==> src/hdl/gbpp_pkg.sv <==
// Shared types and constants for the ghost burst packet parser.
// Used by the result queue, the top level and the checker.
package gbpp_pkg;

	localparam int SCAN_WINDOW_DEF  = 16;
	localparam int HEADER_BYTES_DEF = 18;
	localparam int RECORD_BYTES_DEF = 24;
	localparam int QUEUE_DEPTH      = 4;

	localparam logic [7:0] MAGIC_0     = 8'h4F;
	localparam logic [7:0] MAGIC_1     = 8'h53;
	localparam logic [7:0] MAGIC_2     = 8'h47;
	localparam logic [7:0] MAGIC_3     = 8'h42;
	localparam logic [7:0] VERSION_ONE = 8'h01;

	// header byte offsets relative to the first magic byte
	localparam int VERSION_REL = 4;
	localparam int COUNT_REL   = 5;
	localparam int TIME_FIRST  = 6;
	localparam int TIME_BYTES  = 8;

	typedef enum logic [1:0] {
		ST_OK          = 2'd0,
		ST_NO_MAGIC    = 2'd1,
		ST_BAD_VERSION = 2'd2,
		ST_TOO_SHORT   = 2'd3
	} status_t;

	typedef enum logic {
		KIND_RECORD = 1'b0,
		KIND_STATUS = 1'b1
	} kind_t;

	typedef enum logic [3:0] {
		PH_SCAN = 4'b0001,
		PH_HEAD = 4'b0010,
		PH_REC  = 4'b0100,
		PH_DONE = 4'b1000
	} phase_t;

	typedef struct packed {
		kind_t       item_kind;
		status_t     status;
		logic [63:0] server_time;
		logic [15:0] entity_id;
		logic [7:0]  record_flags;
		logic [7:0]  team_id;
		logic [31:0] pos_x_bits;
		logic [31:0] pos_y_bits;
		logic [31:0] pos_z_bits;
		logic [31:0] yaw_bits;
		logic [7:0]  damage;
		logic [7:0]  anim_num;
	} result_t;

	// results raised by one byte: a completed record, then the packet status
	typedef struct packed {
		logic rec;
		logic stat;
	} push_t;

endpackage

==> src/hdl/gbpp_ifs.sv <==
// Valid/ready channel interfaces: packet bytes in, parse results out.
// Payload field widths follow gbpp_pkg.
interface gbpp_in_if;
	logic        valid;
	logic        ready;
	logic [7:0]  data_byte;
	logic [15:0] packet_length;
	logic        last_byte;

	modport source (output valid, output data_byte, output packet_length, output last_byte,
		input ready);
	modport sink (input valid, input data_byte, input packet_length, input last_byte,
		output ready);
endinterface

interface gbpp_out_if;
	logic        valid;
	logic        ready;
	logic        item_kind;
	logic [1:0]  status;
	logic [63:0] server_time;
	logic [15:0] entity_id;
	logic [7:0]  record_flags;
	logic [7:0]  team_id;
	logic [31:0] pos_x_bits;
	logic [31:0] pos_y_bits;
	logic [31:0] pos_z_bits;
	logic [31:0] yaw_bits;
	logic [7:0]  damage;
	logic [7:0]  anim_num;

	modport source (output valid, output item_kind, output status, output server_time,
		output entity_id, output record_flags, output team_id, output pos_x_bits,
		output pos_y_bits, output pos_z_bits, output yaw_bits, output damage,
		output anim_num, input ready);
	modport sink (input valid, input item_kind, input status, input server_time,
		input entity_id, input record_flags, input team_id, input pos_x_bits,
		input pos_y_bits, input pos_z_bits, input yaw_bits, input damage,
		input anim_num, output ready);
endinterface

==> src/hdl/gbpp_fifo.sv <==
// Result queue: takes up to two results per cycle, presents one per transaction.
// Depends on gbpp_pkg and gbpp_ifs.
module gbpp_fifo #(
	parameter int DEPTH = gbpp_pkg::QUEUE_DEPTH
) (
	input  logic              clk,
	input  logic              arst_n,
	input  gbpp_pkg::push_t   push,
	input  gbpp_pkg::result_t rec_res,
	input  gbpp_pkg::result_t stat_res,
	output logic              room,
	gbpp_out_if.source        res_out
);
	import gbpp_pkg::*;

	localparam int PTR_W = $clog2(DEPTH);
	localparam int CNT_W = PTR_W + 1;

	result_t          mem_q [DEPTH];
	logic [PTR_W-1:0] wr_q;
	logic [PTR_W-1:0] rd_q;
	logic [CNT_W-1:0] cnt_q;
	logic             pop;
	result_t          head;

	// room for a record and a status together
	assign room = cnt_q <= CNT_W'(DEPTH - 2);
	assign pop  = res_out.valid && res_out.ready;
	assign head = mem_q[rd_q];

	assign res_out.valid        = cnt_q != '0;
	assign res_out.item_kind    = head.item_kind;
	assign res_out.status       = head.status;
	assign res_out.server_time  = head.server_time;
	assign res_out.entity_id    = head.entity_id;
	assign res_out.record_flags = head.record_flags;
	assign res_out.team_id      = head.team_id;
	assign res_out.pos_x_bits   = head.pos_x_bits;
	assign res_out.pos_y_bits   = head.pos_y_bits;
	assign res_out.pos_z_bits   = head.pos_z_bits;
	assign res_out.yaw_bits     = head.yaw_bits;
	assign res_out.damage       = head.damage;
	assign res_out.anim_num     = head.anim_num;

	always_ff @(posedge clk) begin
		if (push.rec) begin
			mem_q[wr_q] <= rec_res;
		end
		if (push.stat) begin
			mem_q[wr_q + PTR_W'(push.rec)] <= stat_res;
		end
	end

	always_ff @(posedge clk or negedge arst_n) begin
		if (!arst_n) begin
			wr_q  <= '0;
			rd_q  <= '0;
			cnt_q <= '0;
		end else begin
			wr_q  <= wr_q + PTR_W'(push.rec) + PTR_W'(push.stat);
			rd_q  <= rd_q + PTR_W'(pop);
			cnt_q <= cnt_q + CNT_W'(push.rec) + CNT_W'(push.stat) - CNT_W'(pop);
		end
	end

endmodule

==> src/hdl/ghost_burst_packet_parser.sv <==
// Ghost burst packet parser top level: byte register, parse state, result queue.
// Depends on gbpp_pkg, gbpp_ifs and gbpp_fifo.
//
// Usage
//   pkt_in carries one packet byte per transaction, with the packet length
//   repeated on every byte and last_byte set on the final one. res_out carries
//   record results (item_kind 0) and one status result per packet (item_kind 1).
//   A byte that completes a record and ends the packet yields two results,
//   record first.
// Timing
//   One byte per cycle sustained while the queue has room. A byte's result
//   passes the byte register, then the result queue, before it is presented.
//   The byte register feeds the parse logic; results land in a four-entry
//   queue, and a byte is parsed only while the queue has room for two results.
// Reset and stalls
//   arst_n clears the byte register, the parse state and the queue; the block
//   starts scanning for the magic word of a new packet. If res_out stalls, the
//   queue fills and pkt_in.ready drops once the byte register is held; no
//   result is lost or repeated.
module ghost_burst_packet_parser #(
	parameter int SCAN_WINDOW  = gbpp_pkg::SCAN_WINDOW_DEF,
	parameter int HEADER_BYTES = gbpp_pkg::HEADER_BYTES_DEF,
	parameter int RECORD_BYTES = gbpp_pkg::RECORD_BYTES_DEF
) (
	input  logic       clk,
	input  logic       arst_n,
	gbpp_in_if.sink    pkt_in,
	gbpp_out_if.source res_out
);
	import gbpp_pkg::*;

	localparam int OFF_W = (SCAN_WINDOW > 1) ? $clog2(SCAN_WINDOW) : 1;
	localparam int IDX_W = $clog2(RECORD_BYTES);

	// input byte register
	logic        valid_s1;
	logic [7:0]  byte_s1;
	logic [15:0] len_s1;
	logic        last_s1;

	// packet parse state
	logic [15:0]      pos_q;
	logic [23:0]      recent_q;
	phase_t           phase_q;
	logic [OFF_W-1:0] off_q;
	logic [7:0]       left_q;
	logic [IDX_W-1:0] idx_q;
	logic [7:0]       rbuf_q [RECORD_BYTES];
	logic [63:0]      time_q;
	status_t          err_q;

	phase_t           phase_d;
	logic [OFF_W-1:0] off_d;
	logic [7:0]       left_d;
	logic [IDX_W-1:0] idx_d;
	logic [63:0]      time_d;
	status_t          err_d;

	logic        room;
	logic        fire;
	logic        magic_hit;
	logic [15:0] rel;
	logic [16:0] need;
	logic        rec_done;
	logic [7:0]  rview [22];
	push_t       push;
	result_t     rec_res;
	result_t     stat_res;

	assign fire         = valid_s1 && room;
	assign pkt_in.ready = !valid_s1 || room;

	always_ff @(posedge clk or negedge arst_n) begin
		if (!arst_n) begin
			valid_s1 <= 1'b0;
		end else if (pkt_in.ready) begin
			valid_s1 <= pkt_in.valid;
		end
	end

	always_ff @(posedge clk) begin
		if (pkt_in.valid && pkt_in.ready) begin
			byte_s1 <= pkt_in.data_byte;
			len_s1  <= pkt_in.packet_length;
			last_s1 <= pkt_in.last_byte;
		end
	end

	// Magic ends on this byte: start offset pos-3 must lie in the scan window and
	// leave a full header inside the packet (pos + 1 + header <= length).
	assign magic_hit = (pos_q >= 16'd3) && (pos_q < 16'(SCAN_WINDOW + 3))
		&& ({1'b0, pos_q} + 17'(1 + HEADER_BYTES) <= {1'b0, len_s1})
		&& (recent_q == {MAGIC_0, MAGIC_1, MAGIC_2}) && (byte_s1 == MAGIC_3);

	assign rel      = pos_q - 16'(off_q);
	assign need     = 17'(off_q) + 17'(HEADER_BYTES)
		+ 17'(13'(RECORD_BYTES) * 13'(byte_s1));
	assign rec_done = idx_q >= IDX_W'(RECORD_BYTES - 1);

	// record buffer as it stands once the current byte is written
	always_comb begin
		for (int k = 0; k < 22; k++) begin
			rview[k] = (idx_q == IDX_W'(k)) ? byte_s1 : rbuf_q[k];
		end
	end

	always_comb begin
		phase_d = phase_q;
		off_d   = off_q;
		left_d  = left_q;
		idx_d   = idx_q;
		time_d  = time_q;
		err_d   = err_q;
		push    = '0;
		unique case (phase_q)
			PH_SCAN: begin
				if (magic_hit) begin
					off_d   = OFF_W'(pos_q - 16'd3);
					phase_d = PH_HEAD;
					time_d  = '0;
				end
			end
			PH_HEAD: begin
				if (rel == 16'(VERSION_REL)) begin
					if (byte_s1 != VERSION_ONE) begin
						err_d   = ST_BAD_VERSION;
						phase_d = PH_DONE;
					end
				end else if (rel == 16'(COUNT_REL)) begin
					left_d = byte_s1;
					if ({1'b0, len_s1} < need) begin
						err_d   = ST_TOO_SHORT;
						phase_d = PH_DONE;
					end
				end else begin
					for (int k = 0; k < TIME_BYTES; k++) begin
						if (rel == 16'(TIME_FIRST + k)) begin
							time_d[8*k +: 8] = byte_s1;
						end
					end
				end
				if (phase_d == PH_HEAD && rel >= 16'(HEADER_BYTES - 1)) begin
					idx_d   = '0;
					phase_d = (left_d != 8'd0) ? PH_REC : PH_DONE;
				end
			end
			PH_REC: begin
				if (rec_done) begin
					push.rec = fire;
					idx_d    = '0;
					left_d   = left_q - 8'd1;
					if (left_q == 8'd1) begin
						phase_d = PH_DONE;
					end
				end else begin
					idx_d = idx_q + IDX_W'(1);
				end
			end
			PH_DONE: begin
				// trailing bytes ignored until the end of the packet
			end
			default: begin
				phase_d = PH_SCAN;
			end
		endcase
		push.stat = fire && last_s1;
	end

	always_comb begin
		rec_res              = '0;
		rec_res.item_kind    = KIND_RECORD;
		rec_res.status       = ST_OK;
		rec_res.server_time  = time_q;
		rec_res.entity_id    = {rview[1], rview[0]};
		rec_res.record_flags = rview[2];
		rec_res.team_id      = rview[3];
		rec_res.pos_x_bits   = {rview[7], rview[6], rview[5], rview[4]};
		rec_res.pos_y_bits   = {rview[11], rview[10], rview[9], rview[8]};
		rec_res.pos_z_bits   = {rview[15], rview[14], rview[13], rview[12]};
		rec_res.yaw_bits     = {rview[19], rview[18], rview[17], rview[16]};
		rec_res.damage       = rview[20];
		rec_res.anim_num     = rview[21];

		stat_res             = '0;
		stat_res.item_kind   = KIND_STATUS;
		stat_res.server_time = time_d;
		if (phase_d == PH_DONE) begin
			stat_res.status = err_d;
		end else if (phase_d == PH_SCAN) begin
			stat_res.status = ST_NO_MAGIC;
		end else begin
			stat_res.status = ST_TOO_SHORT;
		end
	end

	always_ff @(posedge clk) begin
		if (fire && phase_q == PH_REC) begin
			rbuf_q[idx_q] <= byte_s1;
		end
	end

	always_ff @(posedge clk or negedge arst_n) begin
		if (!arst_n) begin
			pos_q    <= '0;
			recent_q <= '0;
			phase_q  <= PH_SCAN;
			off_q    <= '0;
			left_q   <= '0;
			idx_q    <= '0;
			time_q   <= '0;
			err_q    <= ST_OK;
		end else if (fire) begin
			if (last_s1) begin
				// packet over: back to scanning for the next one
				pos_q    <= '0;
				recent_q <= '0;
				phase_q  <= PH_SCAN;
				off_q    <= '0;
				left_q   <= '0;
				idx_q    <= '0;
				time_q   <= '0;
				err_q    <= ST_OK;
			end else begin
				pos_q    <= (pos_q == 16'hFFFF) ? pos_q : pos_q + 16'd1;
				recent_q <= {recent_q[15:0], byte_s1};
				phase_q  <= phase_d;
				off_q    <= off_d;
				left_q   <= left_d;
				idx_q    <= idx_d;
				time_q   <= time_d;
				err_q    <= err_d;
			end
		end
	end

	gbpp_fifo #(
		.DEPTH (QUEUE_DEPTH)
	) u_queue (
		.clk      (clk),
		.arst_n   (arst_n),
		.push     (push),
		.rec_res  (rec_res),
		.stat_res (stat_res),
		.room     (room),
		.res_out  (res_out)
	);

endmodule

==> src/flat_wrapper.sv <==
// flat-port wrapper written by rule: the top's interface ports become plain ports
module ghost_burst_packet_parser_flat import gbpp_pkg::*;
#(
	parameter int SCAN_WINDOW  = gbpp_pkg::SCAN_WINDOW_DEF,
	parameter int HEADER_BYTES = gbpp_pkg::HEADER_BYTES_DEF,
	parameter int RECORD_BYTES = gbpp_pkg::RECORD_BYTES_DEF
)
  (clk, arst_n, pkt_in_valid, pkt_in_data_byte, pkt_in_packet_length, pkt_in_last_byte, pkt_in_ready, res_out_valid, res_out_item_kind, res_out_status, res_out_server_time, res_out_entity_id, res_out_record_flags, res_out_team_id, res_out_pos_x_bits, res_out_pos_y_bits, res_out_pos_z_bits, res_out_yaw_bits, res_out_damage, res_out_anim_num, res_out_ready);
  gbpp_in_if pkt_in_i ();
  gbpp_out_if res_out_i ();
  input  logic clk;
  input  logic arst_n;
  input wire logic [$bits(pkt_in_i.valid)-1:0] pkt_in_valid;
  input wire logic [$bits(pkt_in_i.data_byte)-1:0] pkt_in_data_byte;
  input wire logic [$bits(pkt_in_i.packet_length)-1:0] pkt_in_packet_length;
  input wire logic [$bits(pkt_in_i.last_byte)-1:0] pkt_in_last_byte;
  output wire logic [$bits(pkt_in_i.ready)-1:0] pkt_in_ready;
  output wire logic [$bits(res_out_i.valid)-1:0] res_out_valid;
  output wire logic [$bits(res_out_i.item_kind)-1:0] res_out_item_kind;
  output wire logic [$bits(res_out_i.status)-1:0] res_out_status;
  output wire logic [$bits(res_out_i.server_time)-1:0] res_out_server_time;
  output wire logic [$bits(res_out_i.entity_id)-1:0] res_out_entity_id;
  output wire logic [$bits(res_out_i.record_flags)-1:0] res_out_record_flags;
  output wire logic [$bits(res_out_i.team_id)-1:0] res_out_team_id;
  output wire logic [$bits(res_out_i.pos_x_bits)-1:0] res_out_pos_x_bits;
  output wire logic [$bits(res_out_i.pos_y_bits)-1:0] res_out_pos_y_bits;
  output wire logic [$bits(res_out_i.pos_z_bits)-1:0] res_out_pos_z_bits;
  output wire logic [$bits(res_out_i.yaw_bits)-1:0] res_out_yaw_bits;
  output wire logic [$bits(res_out_i.damage)-1:0] res_out_damage;
  output wire logic [$bits(res_out_i.anim_num)-1:0] res_out_anim_num;
  input wire logic [$bits(res_out_i.ready)-1:0] res_out_ready;
  assign pkt_in_i.valid = pkt_in_valid;
  assign pkt_in_i.data_byte = pkt_in_data_byte;
  assign pkt_in_i.packet_length = pkt_in_packet_length;
  assign pkt_in_i.last_byte = pkt_in_last_byte;
  assign pkt_in_ready = pkt_in_i.ready;
  assign res_out_valid = res_out_i.valid;
  assign res_out_item_kind = res_out_i.item_kind;
  assign res_out_status = res_out_i.status;
  assign res_out_server_time = res_out_i.server_time;
  assign res_out_entity_id = res_out_i.entity_id;
  assign res_out_record_flags = res_out_i.record_flags;
  assign res_out_team_id = res_out_i.team_id;
  assign res_out_pos_x_bits = res_out_i.pos_x_bits;
  assign res_out_pos_y_bits = res_out_i.pos_y_bits;
  assign res_out_pos_z_bits = res_out_i.pos_z_bits;
  assign res_out_yaw_bits = res_out_i.yaw_bits;
  assign res_out_damage = res_out_i.damage;
  assign res_out_anim_num = res_out_i.anim_num;
  assign res_out_i.ready = res_out_ready;
  ghost_burst_packet_parser #(.SCAN_WINDOW(SCAN_WINDOW), .HEADER_BYTES(HEADER_BYTES), .RECORD_BYTES(RECORD_BYTES)) u_core (.clk(clk), .arst_n(arst_n), .pkt_in(pkt_in_i), .res_out(res_out_i));
endmodule
==> config.mk <==
export PLATFORM = sky130hd
export DESIGN_NAME = ghost_burst_packet_parser_flat
export DESIGN_NICKNAME = d
export VERILOG_FILES = /design/src/hdl/gbpp_pkg.sv /design/src/hdl/gbpp_ifs.sv /design/src/hdl/gbpp_fifo.sv /design/src/hdl/ghost_burst_packet_parser.sv /design/src/flat_wrapper.sv
export SDC_FILE = /design/constraint.sdc
export NUM_CORES = 2
export LEC_CHECK = 0
export BUFFER_PORTS_ARGS = -buffer_cell sky130_fd_sc_hd__buf_2
export CELL_PAD_IN_SITES_DETAIL_PLACEMENT = 0
export CELL_PAD_IN_SITES_GLOBAL_PLACEMENT = 1
export CORE_UTILIZATION = 35
export DETAILED_ROUTE_END_ITERATION = 16
export PLACE_DENSITY = 0.68
export SLEW_MARGIN = 20
export SYNTH_ARGS = -nofsm -noshare
export SYNTH_HDL_FRONTEND = slang
export SYNTH_SLANG_ARGS = --single-unit
==> constraint.sdc <==
create_clock -name clk -period 5.4 [get_ports clk]
set_clock_uncertainty 0.1 [all_clocks]
set_input_delay 0.27 -clock clk [delete_from_list [all_inputs] [get_ports clk]]
set_output_delay 0.27 -clock clk [all_outputs]
set_load 0.01 [all_outputs]
# [Word level (Yosys, flattened, before mapping)]
# Memory sizes are Yosys's and may differ from the RTL's.
# Index checks and enable logic that the tools add are counted.
[totals] reg_bits=160 ramBits=1164 input_bits=29 output_inout_bits=245 elab_cells=186 mem_count=2
[mem_list] name="u_core.u_queue.mem_q" words=4 width=243 read_ports=1 rd_ports_with_merged_regs=0 write_ports=2 line="gbpp_fifo.sv:19" source="result_t mem_q [DEPTH];"
[mem_list] name="u_core.rbuf_q" words=24 width=8 read_ports=22 rd_ports_with_merged_regs=0 write_ports=1 line="ghost_burst_packet_parser.sv:48" source="logic [7:0] rbuf_q [RECORD_BYTES];"
[classes] addsub=14 multipliers=1 magnitude_cmp=7 n_eq_ne=46 muxes=79 reduce_logical=22
[op_table] operator="$mux W8" n=35
[op_table] operator="$mux W64" n=4
[op_table] operator="$pmux W64 S2" n=1
[op_table] operator="$eq A16 B4 Y1 const B" n=6
[op_table] operator="$eq A16 B3 Y1 const B" n=4
[op_table] operator="$mux W4" n=14
[op_table] operator="$eq A5 B4 Y1 const B" n=8
[op_table] operator="$mux W16" n=2
[op_table] operator="$eq A5 B5 Y1 const B" n=6
[op_table] operator="$eq A24 B23 Y1 const B" n=1
[op_table] operator="$mux W24" n=1
[op_table] operator="$eq A5 B3 Y1 const B" n=4
[op_table] operator="$add A16 B5 Y17 const B" n=1
[op_table] operator="$add A17 B13 Y17" n=1
[op_table] operator="$le A17 B16 Y1" n=1
[op_table] operator="$lt A16 B17 Y1" n=1
[op_table] operator="$add A16 B1 Y16 const B" n=1
[op_table] operator="$eq A16 B16 Y1 const B" n=1
[op_table] operator="$ge A16 B2 Y1 const B" n=1
[op_table] operator="$ge A16 B5 Y1 const B" n=1
[op_table] operator="$lt A16 B5 Y1 const B" n=1
[op_table] operator="$mux W2" n=8
[op_table] operator="$pmux W4 S4" n=1
[op_table] operator="$pmux W8 S2" n=1
[op_table] operator="other kinds (34)" n=64

# [Depth between registers and ports, before layout]
[logic_depth] word_depth=14 depth_mapped=21 depth_no_buf=20

# [Hierarchy]
# From an unflattened synthesis, not the netlist that was laid out.
[unflattened] cells_unflattened=3922 area_unflattened_um2=64276.6
[modules_own_cells] mod="gbpp_fifo" n_inst=1 cells_each=2386 area_each_um2=46967.5 seq_area_each_um2=29363.2
[modules_own_cells] mod="ghost_burst_packet_parser" n_inst=1 cells_each=1536 area_each_um2=17309.1 seq_area_each_um2=9240.1

# [Least setup slack after synthesis]
# No wires, ideal clock.
[synth_path] kind="flip-flop to flip-flop" startpoint="register u_core.phase_q[1]" endpoint="memory u_core.u_queue.mem_q[3][176] (netlist name) (enable)" setup_time_ns=0.703 t_arrival_ns=4.061 required_time_ns=4.597 slack_ns=0.536 path_stages_with_launch=12 path_buffers=3 period_less_slack_ns=4.864 cell_sequence="dfrtp_1 > clkbuf_1 > nor4b_4 > o211ai_1 > or2_1 > inv_2 > ha_1 > xnor2_1 > or2_2 > buf_1 > clkbuf_1 > nand2_1"
[synth_rtl] element="start, declared" line="ghost_burst_packet_parser.sv:44" source="phase_t phase_q;"
[synth_rtl] element="start signal, assigned" line="ghost_burst_packet_parser.sv:226" source="phase_q <= phase_d;"
[synth_rtl] element="end, declared" line="gbpp_fifo.sv:19"

==> out/results.ini <==
[setup_path]
worstPathRequired_ns = 5.95
regToRegEndpoint = u_core.u_queue.mem_q[3][180]$_DFFE_PP_
crit_type = flop to flop
r2r_start = u_core.pos_q[0]$_DFFE_PN0P_
startpoint_type = flop
rr_worst_depth = 17
r2r_slack_ns = 0.71
endpoint_kind = flop
arrival_ns = 5.24
path_max_fanout = 31

[clock_tree]
clock_path_buffers = 3
cts_tree = done
cts_root_buf = clkbuf_16
cts_resized = 0
path_clk_slew_ns = 0.06
cts.htree.levels = 4
clock_sinks = 1308
insertion_delay_ns = 0.80
cts_made_buffers = 148

[floorplanning]
dieWidth_um = 404
die-area_sq_mm = 0.163
io-pin-count = 274
start_util_pct = 35.3
die_h_um = 404
core_region_area_sq_mm = 0.161
row_count = 147

[global_route]
first_global_vias = 39100
antenna_found_initial = 6
grt_pass1_wl_um = 259000
track_usage_pct = 21.0
grt_max_degree = 193
gr-total-overflow = 0

[pwr]
irDropWorstVdd_mv = 0.403
p_leak_nw = 22.3
powerDensity_mw_per_mm2 = 432

[synth]
synth_commonest_cells = nor2_1 (859), a211oi_1 (708), dfxtp_1 (708)
synth-xor-area-share_pct = 0.758
synthMuxAreaShare_pct = 12.2
synthAdderAreaFrac_pct = 1.66
synth_compound_area_share_pct = 17.3
synth-simple-area-share_pct = 9.04
yosys.cell_count.top_type = nor2_1
ys_top_cells_by_area = dfxtp_1 (25%), edfxtp_1 (25%), mux4_2 (9.7%)
synth_nets = 4909
yosys.area.top_type_share_pct = 25.0
ys_async_sr_fraction_pct = 10.3
ys_types = 74
synthCells = 4808
syn_area_per_cell_sq_um = 11.8
yosysSeqAreaShare_pct = 55.6
synth_top_area_cell = dfxtp_1
synth_top_family_by_area = compound AO/OA/AOI/OAI gates
synth-edff-count = 465
ys_warn_count = 0
synth-seq-cells = 1308
syn_area_sq_mm = 0.0566
synthFlopType = dfxtp_1

[timing]
finalHoldViolations = 0
min_period_ns = 4.69
slew_viol_final = 0
rsz0062_at_grt = false
setup_slack_ns = 0.707
setup_tns_ns = 0
worst_pin_slew_ns = 1.15
setup-violations-final = 0
relSlewSlack_pct = 23.4
max_freq_ghz = 0.213
fin_crit_sh_pct = 86.9

[routing]
drt_iter0_markers = 3229
wl_met2_um = 80900
wl_met3_um = 10600
drt_first_pass_iters = 6
ant_nets = 0
via_per_inst = 5.54
wl_um = 174000
dr.max_layer_used = met4
drcViolationCount = 0
avgRoutedWirePerCell_um = 24.1
vias = 40100
wl_met1_um = 78900

[placed_design]
place_ws_ns = 0.876
place.gp.congestion = 0.828
dpl.hpwl_um = 103000
io_buffer_count = 273

[hold_path]
worstHoldPathCells = 2
hold_class = input pin to flop
whs_endpoint = u_core.len_s1[1]$_DFFE_PP_
min_from = pkt_in_packet_length[1]

[status]
status = complete, no violations

[layout]
num-nets-final = 5052
area_growth_pct = 16.1
drive_above_1_share_pct = 18.5

[run]
maxCapViolCount = 0

metrics by stage:
stage | cells | util, % | instance area [sq um] | hold slack [ns] | power (mW)
floorplan | 4808 | - | 56600 | -0.126 | 15.7
global placement | 6931 | 37.7 | 60500 | 0.292 | 18.5
detailed placement | 6931 | 37.7 | 60500 | 0.298 | 18.5
CTS | 7236 | 40.9 | 65700 | 0.00776 | 28.7
global route | 7236 | 40.9 | 65700 | 0.0420 | 29.5
finish | 7239 | 41.0 | 65800 | 0.0759 | 28.4
logic make-up after synthesis:
kind of cell	count (synthesis)
simple gates	1228
xor+xnor	49
compound gates	1273
fa+ha+maj	72
flops	1308
mux	388
buf+inv	490
layout make-up:
cell class,instances,area [sq um]
fill,15200,94800
sequential,1308,31500
multi-input combinational,3010,23400
clock buffer,224,4350
timing repair buffer,412,2910
tap,2160,2700
clock inverter,51,588
inverter,71,267
antenna,3,7.51
per-layer routing:
metal  track usage (%)  up-vias
li1                  -    18700
met4              5.89        0
met5                 0        -
met1              29.3    20000
met3              3.54      207
met2              33.4     1240
registers in the layout, summed over array words and instances, names as in the netlist, 4 cells and up:
register / cells
u_core.off_q: 4
u_core.byte_s1: 8
u_core.idx_q: 5
u_core.len_s1: 16
u_core.pos_q: 16
u_core.time_q: 64
u_core.rbuf_q: 176
u_core.u_queue.mem_q: 972
u_core.recent_q: 24
u_core.phase_q: 4
u_core.left_q: 8
power by group:
group          total [mW]  switching, mW  internal [mW]
combinational        6.79           4.42           2.37
clock                10.1           4.23           5.91
sequential           11.4          0.601           10.8
worst max path at each step:
stage | startpoint | to
2_1_floorplan | u_core.phase_q[1]$_DFFE_PN0P_ | u_core.u_queue.mem_q[3][176]$_DFFE_PP_
3_3_place_gp | u_core.pos_q[0]$_DFFE_PN0P_ | u_core.u_queue.mem_q[3][183]$_DFFE_PP_
3_5_place_dp | u_core.pos_q[0]$_DFFE_PN0P_ | u_core.u_queue.mem_q[3][182]$_DFFE_PP_
4_1_cts | u_core.pos_q[0]$_DFFE_PN0P_ | u_core.u_queue.mem_q[3][182]$_DFFE_PP_
5_1_grt | u_core.pos_q[0]$_DFFE_PN0P_ | u_core.u_queue.mem_q[3][181]$_DFFE_PP_
6_report | u_core.pos_q[0]$_DFFE_PN0P_ | u_core.u_queue.mem_q[3][180]$_DFFE_PP_
placed cells by master (no fill, tap or decap), types with 15 or more instances in the layout:
cell type / count
a211oi_1: 708
a21oi_1: 69
a22o_1: 216
a31o_2: 17
a32o_1: 57
and3_1: 17
buf_12: 34
buf_2: 272
buf_4: 76
clkbuf_1: 44
clkbuf_16: 152
clkbuf_8: 28
dfrtp_1: 132
dfxtp_1: 708
dlygate4sd3_1: 29
edfxtp_1: 465
ha_1: 67
inv_1: 67
mux2i_1: 141
mux4_2: 243
nand2_1: 160
nand3_1: 31
nand4_1: 15
nor2_1: 857
nor2b_1: 17
nor3_1: 27
nor3_2: 15
o21ai_0: 72
o2bb2ai_1: 39
o31ai_2: 20
xnor2_1: 32
xor2_1: 17
worst max-delay path, cell delays in order (launching register included):
cell      delay (ns)
dfrtp_1         0.48
inv_1           0.15
ha_1            0.25
nor2_1          0.25
nor2_1          0.07
nor2_1          0.25
nand3_1         0.14
xnor2_1         0.17
ha_1            0.30
nand2_1         0.07
or3_1           0.37
a211oi_1        0.19
a311oi_1        0.09
nor2_1          0.24
nor3_2          0.10
buf_12          0.19
o31ai_1         0.88
a32o_1          0.22
timing repair:
item	CTS	global route
hold buffers	30	0
endpoints found under the hold margin	106	0
buffers inserted	0	0
(Power assumes the default switching activity.)
